<file path="config.mk">
export PLATFORM = sky130hd
export DESIGN_NAME = lsb_first_bit_packer
export DESIGN_NICKNAME = d
export VERILOG_FILES = /design/src/hw/rtl/lbp_pkg.sv /design/src/hw/rtl/lbp_front.sv /design/src/hw/rtl/lbp_queue.sv /design/src/hw/rtl/lbp_back.sv /design/src/hw/rtl/lsb_first_bit_packer.sv
export SDC_FILE = /design/constraint.sdc
export NUM_CORES = 1
export LEC_CHECK = 0
export ABC_AREA = 1
export BUFFER_PORTS_ARGS = -buffer_cell sky130_fd_sc_hd__buf_2
export CAP_MARGIN = 20
export CORE_UTILIZATION = 35
export CTS_BUF_LIST = sky130_fd_sc_hd__clkbuf_16
export CTS_CLUSTER_SIZE = 28
export DETAILED_ROUTE_END_ITERATION = 6
export SKIP_LAST_GASP = 1
export SYNTH_ARGS = -nofsm -noshare
export SYNTH_HDL_FRONTEND = slang
export SYNTH_SLANG_ARGS = --single-unit
</file>
<file path="constraint.sdc">
create_clock -name clk -period 9.4 [get_ports clk]
set_input_delay 0.94 -clock clk [delete_from_list [all_inputs] [get_ports clk]]
set_output_delay 0.94 -clock clk [all_outputs]
set_load 0.05 [all_outputs]
</file>
<file path="src/hw/rtl/lbp_pkg.sv">
// Package for the LSB-first bit packer: constants, operation codes and the
// byte-run job record passed from the front end to the back end.
// No dependencies.
`timescale 1ns / 1ps

package lbp_pkg;

	localparam int unsigned MaxFieldBits = 32;
	localparam int unsigned ByteBits     = 8;
	localparam int unsigned PendBits     = 7;
	localparam int unsigned FillBits     = 3;
	localparam int unsigned WidthBits    = 6;
	localparam int unsigned JobBytes     = 4;
	localparam int unsigned CountBits    = 3;
	localparam int unsigned AccBits      = PendBits + MaxFieldBits;
	localparam int unsigned IdxBits      = 2;
	localparam int unsigned QDepth       = 4;
	localparam int unsigned QAw          = 2;

	typedef enum logic {
		OP_APPEND = 1'b0,
		OP_ALIGN  = 1'b1
	} op_t;

	// A run of one to four completed bytes, first byte in the low bits.
	typedef struct packed {
		logic [JobBytes*ByteBits-1:0] bytes;
		logic [CountBits-1:0]         count;
	} job_t;

endpackage

</file>
<file path="src/hw/rtl/lbp_front.sv">
// Front end of the bit packer: accepts items, keeps the partial byte and
// its fill count, and queues each run of completed bytes. Depends on lbp_pkg.
`timescale 1ns / 1ps

module lbp_front (
	input  logic                              clk,
	input  logic                              arst_n,
	input  logic                              push,
	output logic                              full,
	input  logic                              op,
	input  logic [lbp_pkg::MaxFieldBits-1:0]  field_value,
	input  logic [lbp_pkg::WidthBits-1:0]     field_width,
	output logic                              q_push,
	output lbp_pkg::job_t                     q_din,
	input  logic                              q_full
);

	logic [lbp_pkg::PendBits-1:0]     pending_q;
	logic [lbp_pkg::FillBits-1:0]     fill_q;
	logic [lbp_pkg::MaxFieldBits:0]   mask;
	logic [lbp_pkg::MaxFieldBits-1:0] masked;
	logic [lbp_pkg::AccBits-1:0]      acc;
	logic [lbp_pkg::AccBits-1:0]      rest;
	logic [lbp_pkg::WidthBits-1:0]    total;
	logic [lbp_pkg::CountBits-1:0]    nbytes;
	logic                             accept;
	logic                             upd;
	logic [lbp_pkg::PendBits-1:0]     pending_d;
	logic [lbp_pkg::FillBits-1:0]     fill_d;

	assign full   = q_full;
	assign accept = push && !q_full;

	assign mask   = ({{lbp_pkg::MaxFieldBits{1'b0}}, 1'b1} << field_width)
		- {{lbp_pkg::MaxFieldBits{1'b0}}, 1'b1};
	assign masked = field_value & mask[lbp_pkg::MaxFieldBits-1:0];
	assign acc    = {{lbp_pkg::MaxFieldBits{1'b0}}, pending_q}
		| ({{lbp_pkg::PendBits{1'b0}}, masked} << fill_q);
	assign total  = {{(lbp_pkg::WidthBits-lbp_pkg::FillBits){1'b0}}, fill_q} + field_width;
	assign nbytes = total[lbp_pkg::WidthBits-1:lbp_pkg::FillBits];
	assign rest   = acc >> {nbytes, 3'b000};

	always_comb begin
		q_push    = 1'b0;
		q_din     = '0;
		upd       = 1'b0;
		pending_d = pending_q;
		fill_d    = fill_q;
		unique case (lbp_pkg::op_t'(op))
			lbp_pkg::OP_ALIGN: begin
				q_din.bytes = {{(lbp_pkg::JobBytes*lbp_pkg::ByteBits-lbp_pkg::PendBits){1'b0}},
					pending_q};
				q_din.count = lbp_pkg::CountBits'(1);
				q_push      = accept && (fill_q != '0);
				upd         = accept;
				pending_d   = '0;
				fill_d      = '0;
			end
			lbp_pkg::OP_APPEND: begin
				q_din.bytes = acc[lbp_pkg::JobBytes*lbp_pkg::ByteBits-1:0];
				q_din.count = nbytes;
				// Widths above the maximum leave everything untouched.
				upd         = accept && (field_width <= lbp_pkg::WidthBits'(lbp_pkg::MaxFieldBits));
				q_push      = upd && (nbytes != '0);
				pending_d   = rest[lbp_pkg::PendBits-1:0];
				fill_d      = total[lbp_pkg::FillBits-1:0];
			end
			default: begin
				upd = 1'b0;
			end
		endcase
	end

	always_ff @(posedge clk or negedge arst_n) begin
		if (!arst_n) begin
			pending_q <= '0;
			fill_q    <= '0;
		end else if (upd) begin
			pending_q <= pending_d;
			fill_q    <= fill_d;
		end
	end

endmodule

</file>
<file path="src/hw/rtl/lbp_queue.sv">
// Short first-in first-out queue of byte-run jobs between the front and
// back ends of the bit packer. Depends on lbp_pkg.
`timescale 1ns / 1ps

module lbp_queue (
	input  logic          clk,
	input  logic          arst_n,
	input  logic          q_push,
	input  lbp_pkg::job_t q_din,
	output logic          q_full,
	input  logic          q_pop,
	output lbp_pkg::job_t q_dout,
	output logic          q_empty
);

	lbp_pkg::job_t              mem_q [lbp_pkg::QDepth];
	logic [lbp_pkg::QAw-1:0]    wr_ptr_q;
	logic [lbp_pkg::QAw-1:0]    rd_ptr_q;
	logic [lbp_pkg::QAw:0]      cnt_q;

	assign q_full  = (cnt_q == (lbp_pkg::QAw+1)'(lbp_pkg::QDepth));
	assign q_empty = (cnt_q == '0);
	assign q_dout  = mem_q[rd_ptr_q];

	always_ff @(posedge clk) begin
		if (q_push && !q_full) begin
			mem_q[wr_ptr_q] <= q_din;
		end
	end

	always_ff @(posedge clk or negedge arst_n) begin
		if (!arst_n) begin
			wr_ptr_q <= '0;
			rd_ptr_q <= '0;
			cnt_q    <= '0;
		end else begin
			if (q_push && !q_full) begin
				wr_ptr_q <= wr_ptr_q + 1'b1;
			end
			if (q_pop && !q_empty) begin
				rd_ptr_q <= rd_ptr_q + 1'b1;
			end
			cnt_q <= cnt_q + {{lbp_pkg::QAw{1'b0}}, (q_push && !q_full)}
				- {{lbp_pkg::QAw{1'b0}}, (q_pop && !q_empty)};
		end
	end

endmodule

</file>
<file path="src/hw/rtl/lbp_back.sv">
// Back end of the bit packer: takes byte-run jobs from the queue and hands
// out one byte per transfer. Depends on lbp_pkg.
`timescale 1ns / 1ps

module lbp_back (
	input  logic                         clk,
	input  logic                         arst_n,
	input  logic                         q_empty,
	output logic                         q_pop,
	input  lbp_pkg::job_t                q_dout,
	output logic                         empty,
	input  logic                         pop,
	output logic [lbp_pkg::ByteBits-1:0] data_byte,
	output logic                         last_of_run
);

	lbp_pkg::job_t               job_q;
	logic                        valid_q;
	logic [lbp_pkg::IdxBits-1:0] idx_q;
	logic                        take;

	assign empty       = !valid_q;
	assign data_byte   = job_q.bytes[{idx_q, 3'b000} +: lbp_pkg::ByteBits];
	assign last_of_run = ({1'b0, idx_q} + 1'b1) == job_q.count;
	assign take        = !valid_q || (pop && last_of_run);
	assign q_pop       = take && !q_empty;

	always_ff @(posedge clk) begin
		if (q_pop) begin
			job_q <= q_dout;
		end
	end

	always_ff @(posedge clk or negedge arst_n) begin
		if (!arst_n) begin
			valid_q <= 1'b0;
			idx_q   <= '0;
		end else if (take) begin
			valid_q <= !q_empty;
			idx_q   <= '0;
		end else if (pop) begin
			idx_q <= idx_q + 1'b1;
		end
	end

endmodule

</file>
<file path="src/hw/rtl/lsb_first_bit_packer.sv">
// LSB-first bit packer, top level. An item's completed bytes are written
// into the queue at its transfer in, and the job loads into the output stage
// when the back end takes its next job from the queue.
// Throughput: one item per cycle in while the queue is not full; one byte per
// cycle out while the receiver pops, and an item completes zero to four bytes.
// Reset: arst_n clears the partial byte, fill count, queue and output stage.
`timescale 1ns / 1ps

module lsb_first_bit_packer (
	input  logic                              clk,
	input  logic                              arst_n,
	input  logic                              push,
	output logic                              full,
	input  logic                              op,
	input  logic [lbp_pkg::MaxFieldBits-1:0]  field_value,
	input  logic [lbp_pkg::WidthBits-1:0]     field_width,
	output logic                              empty,
	input  logic                              pop,
	output logic [lbp_pkg::ByteBits-1:0]      data_byte,
	output logic                              last_of_run
);

	// The front end does all bit arithmetic at the input transfer and keeps
	// the pending partial byte, so the next item can follow at once. Each
	// item that completes bytes becomes one job in a four-entry queue. The
	// output rate is set by the back end, which sends one byte per transfer.

	logic          q_push;
	logic          q_full;
	logic          q_pop;
	logic          q_empty;
	lbp_pkg::job_t q_din;
	lbp_pkg::job_t q_dout;

	lbp_front u_front (
		.clk         (clk),
		.arst_n      (arst_n),
		.push        (push),
		.full        (full),
		.op          (op),
		.field_value (field_value),
		.field_width (field_width),
		.q_push      (q_push),
		.q_din       (q_din),
		.q_full      (q_full)
	);

	lbp_queue u_queue (
		.clk     (clk),
		.arst_n  (arst_n),
		.q_push  (q_push),
		.q_din   (q_din),
		.q_full  (q_full),
		.q_pop   (q_pop),
		.q_dout  (q_dout),
		.q_empty (q_empty)
	);

	lbp_back u_back (
		.clk         (clk),
		.arst_n      (arst_n),
		.q_empty     (q_empty),
		.q_pop       (q_pop),
		.q_dout      (q_dout),
		.empty       (empty),
		.pop         (pop),
		.data_byte   (data_byte),
		.last_of_run (last_of_run)
	);

	// A job entering the queue always carries one to four bytes.
	assert property (@(posedge clk) disable iff (!arst_n)
		q_push |-> (q_din.count != '0 && q_din.count <= 3'd4))
		else $error("job with bad byte count queued");

	// A run that is not finished keeps the output side busy.
	assert property (@(posedge clk) disable iff (!arst_n)
		(!empty && pop && !last_of_run) |=> !empty)
		else $error("byte run cut short");

	// The back end only takes jobs that exist.
	assert property (@(posedge clk) disable iff (!arst_n)
		q_pop |-> !q_empty)
		else $error("read from empty job queue");

	// A full queue cannot also be empty.
	assert property (@(posedge clk) disable iff (!arst_n)
		q_full |-> !q_empty)
		else $error("queue status inconsistent");

endmodule

</file>
==> impl_metrics.toml <==
[grt]
grt_max_degree = 72
grt_pass1_wl_um = 42400
grt_pass1_vias = 7671
overflow = 0
grtUsageTotal = 0.181
grt_antenna_before_repair = 0

[critical_path]
cp.arrival_ns = 4.33
cp.required_ns = 9.54
cp-start-kind = "flop"
endpoint_kind = "flop"
crit_path_frequent_cell = "inv_1"
critPathSlowestCell = "dfrtp_1"
crit_chain = "ha_1 > nand3_1 > nand3_1 > xor2_2 > inv_1 > nor2_2 > inv_1 > o21ai_1 > o21ai_1 > inv_1 > nor2_4 > buf_16"
rr_worst_depth = 12
critPathBufInv = 4
crit_family = "buffers and inverters"
crit_fanout = 29
slowest_delay_ns = 0.95
critical_path_class = "reg2reg"
rr_startpoint = "u_front.fill_q[2]$_DFFE_PN0P_"
reg2reg_to = "u_queue.mem_q[2][16]$_DFFE_PP_"
r2r_slack_ns = 5.20

[layout]
syn_to_final_growth_pct = 12.2
stdcell_area_um2 = 11700
fin_nets = 1251
fin_cells = 1592
mostFrequentLayoutCells = "nand2_1 (221), edfxtp_1 (175), nand3_1 (164), nor2_1 (149), o21ai_0 (113)"
diodes = 0
drive_gt1_frac = 0.124
layout_commonest_cell = "nand2_1"

[detailed_routing]
vias = 8332
first_pass_iters = 5
wirelength_um = 27500
wire_per_inst_um = 17.3
ant_nets = 0
drt_iter0_drc = 864
vias_per_cell = 5.23
drc = 0

[hold_path]
hold_path_class = "in2async"

[logic_synthesis]
syn_area_um2 = 10400
yosys_most_used_dff = "edfxtp_1"
yosysUniqueCellTypes = 44
async_flop_share = 0.103
synth.avg_cell_area_um2 = 8.94
synth_edf_count = 175
yosys_warnings = 0
postSynthCellCount = 1168
synth-seq-area-share = 0.551
synth_seq_cells = 195
syn_nets = 1224

[floorplanning]
die_area_um2 = 30500
num_io_pins = 54
start_util = 0.360
die_y_um = 175
die_width_um = 175
core_um2 = 29000
row_count = 62

[clock_tree]
clk_path_buf_depth = 2
worstSkewPairLatency_ns = 0.44
clockRootBuffer = "clkbuf_16"
htreeDepth = 4
cts_buffers = 17
cts_setup_buffers = 0
cts_tree = "yes"
cts.clk_slew.worst_paths_ns = 0.08
ctsResizeCount = 0
clkSinkCount = 195
holdBufCountCts = 0

[placed_design]
dp_cells = 1555
dp_hpwl_um = 19800
gp_congestion = 0.947
place_ws_ns = 4.75
place_area_um2 = 11000
portBuffers = 53

[power_and_ir_drop]
p_leak_nw = 4.79
power.density_nw_per_um2 = 293
ir_drop_mv = 0.135

[timing]
relSlewSlack = 0.304
fin_ws_ns = 5.20
fmax_ghz = 0.238
period_share = 0.446
finalMaxSlewViolations = 0
rsz0062_at_grt = "no"
fin_hold_ws_ns = 0.463
finalClockSkew_ns = 0.0174
fin_crit_ns = 4.20
setup_viol = 0
finalSetupTns_ns = 0
worstMarginPinSlew_ns = 1.04
finalHoldViolCount = 0

[job]
cap_violations = 0

[outcome]
outcome = "finished clean"
==> power by group <==
part,switching [mW],internal (mW)
combinational,1.05,0.400
clock,0.323,0.372
sequential,0.0788,1.21
==> synthesized netlist by cell type, types with 13 or more instances <==
cell,instances,area share
nand2_1,221,0.079
edfxtp_1,175,0.50
nand3_1,164,0.079
nor2_1,154,0.055
o21ai_0,113,0.054
inv_1,71,0.026
o22ai_1,44,0.026
clkbuf_1,38,0.014
dfrtp_1,20,0.048
nand4_1,19,0.011
a21oi_1,15,0.0072
inv_2,13,0.0047
o21ai_1,13,0.0062
==> cells by family (layout without fill, tap and decap cells) <==
| logic type | count (synthesis) | in the layout | synth area share |
|---|---|---|---|
| mux | 1 | 1 | 0.000958 |
| simple gates | 608 | 608 | 0.263 |
| fa+ha+maj | 13 | 13 | 0.0170 |
| flops | 195 | 195 | 0.551 |
| compound gates | 197 | 197 | 0.102 |
| buf+inv | 143 | 183 | 0.0550 |
| xor+xnor | 11 | 11 | 0.0107 |
==> routing by layer <==
layer,up-vias,share of wire,global-route usage
met4,0,0.030,0.0717
met1,3903,0.46,0.248
met3,47,0.049,0.0226
li1,4115,-,-
met5,-,0,0
met2,267,0.46,0.290
==> cell type report <==
class                           instances  area (um2)
Multi-Input combinational cell        830        4150
Timing Repair Buffer                   64         425
Sequential cell                       195        5760
Clock inverter                         15         155
Clock buffer                           17         425
Tap cell                              384         480
Fill cell                            2909       17300
Inverter                               87         327
==> flip-flops by register name, indices dropped and copies added (netlist names) <==
name               count
u_front.fill_q         3
u_back.idx_q           2
u_queue.rd_ptr_q       2
u_queue.cnt_q          3
u_back.job_q          35
u_queue.mem_q        140
u_queue.wr_ptr_q       2
u_front.pending_q      7
u_back.valid_q         1
==> per-stage QoR <==
stage / util / power [mW]
floorplan: - / 2.30
global placement: 0.380 / 2.71
detailed placement: 0.380 / 2.73
CTS: 0.400 / 3.42
global route: 0.404 / 3.66
finish: 0.404 / 3.44
==> how the worst max path moves through the flow <==
stage / start / to / slack, ns / cells after the start
after detailed placement: field_width[2] / u_queue.mem_q[1][32]$_DFFE_PP_ / 4.75 / 12
after CTS: u_front.fill_q[2]$_DFFE_PN0P_ / u_queue.mem_q[3][16]$_DFFE_PP_ / 4.99 / 11
after global placement: field_width[2] / u_queue.mem_q[2][30]$_DFFE_PP_ / 4.86 / 12
after floorplan: u_back.idx_q[1]$_DFFE_PN0P_ / u_queue.cnt_q[2]$_DFF_PN0_ / 4.90 / 12
after global routing: u_front.fill_q[2]$_DFFE_PN0P_ / u_queue.mem_q[2][16]$_DFFE_PP_ / 4.91 / 12
final: u_front.fill_q[2]$_DFFE_PN0P_ / u_queue.mem_q[2][16]$_DFFE_PP_ / 5.20 / 12
No activity file was read; power rests on OpenSTA's default activity.
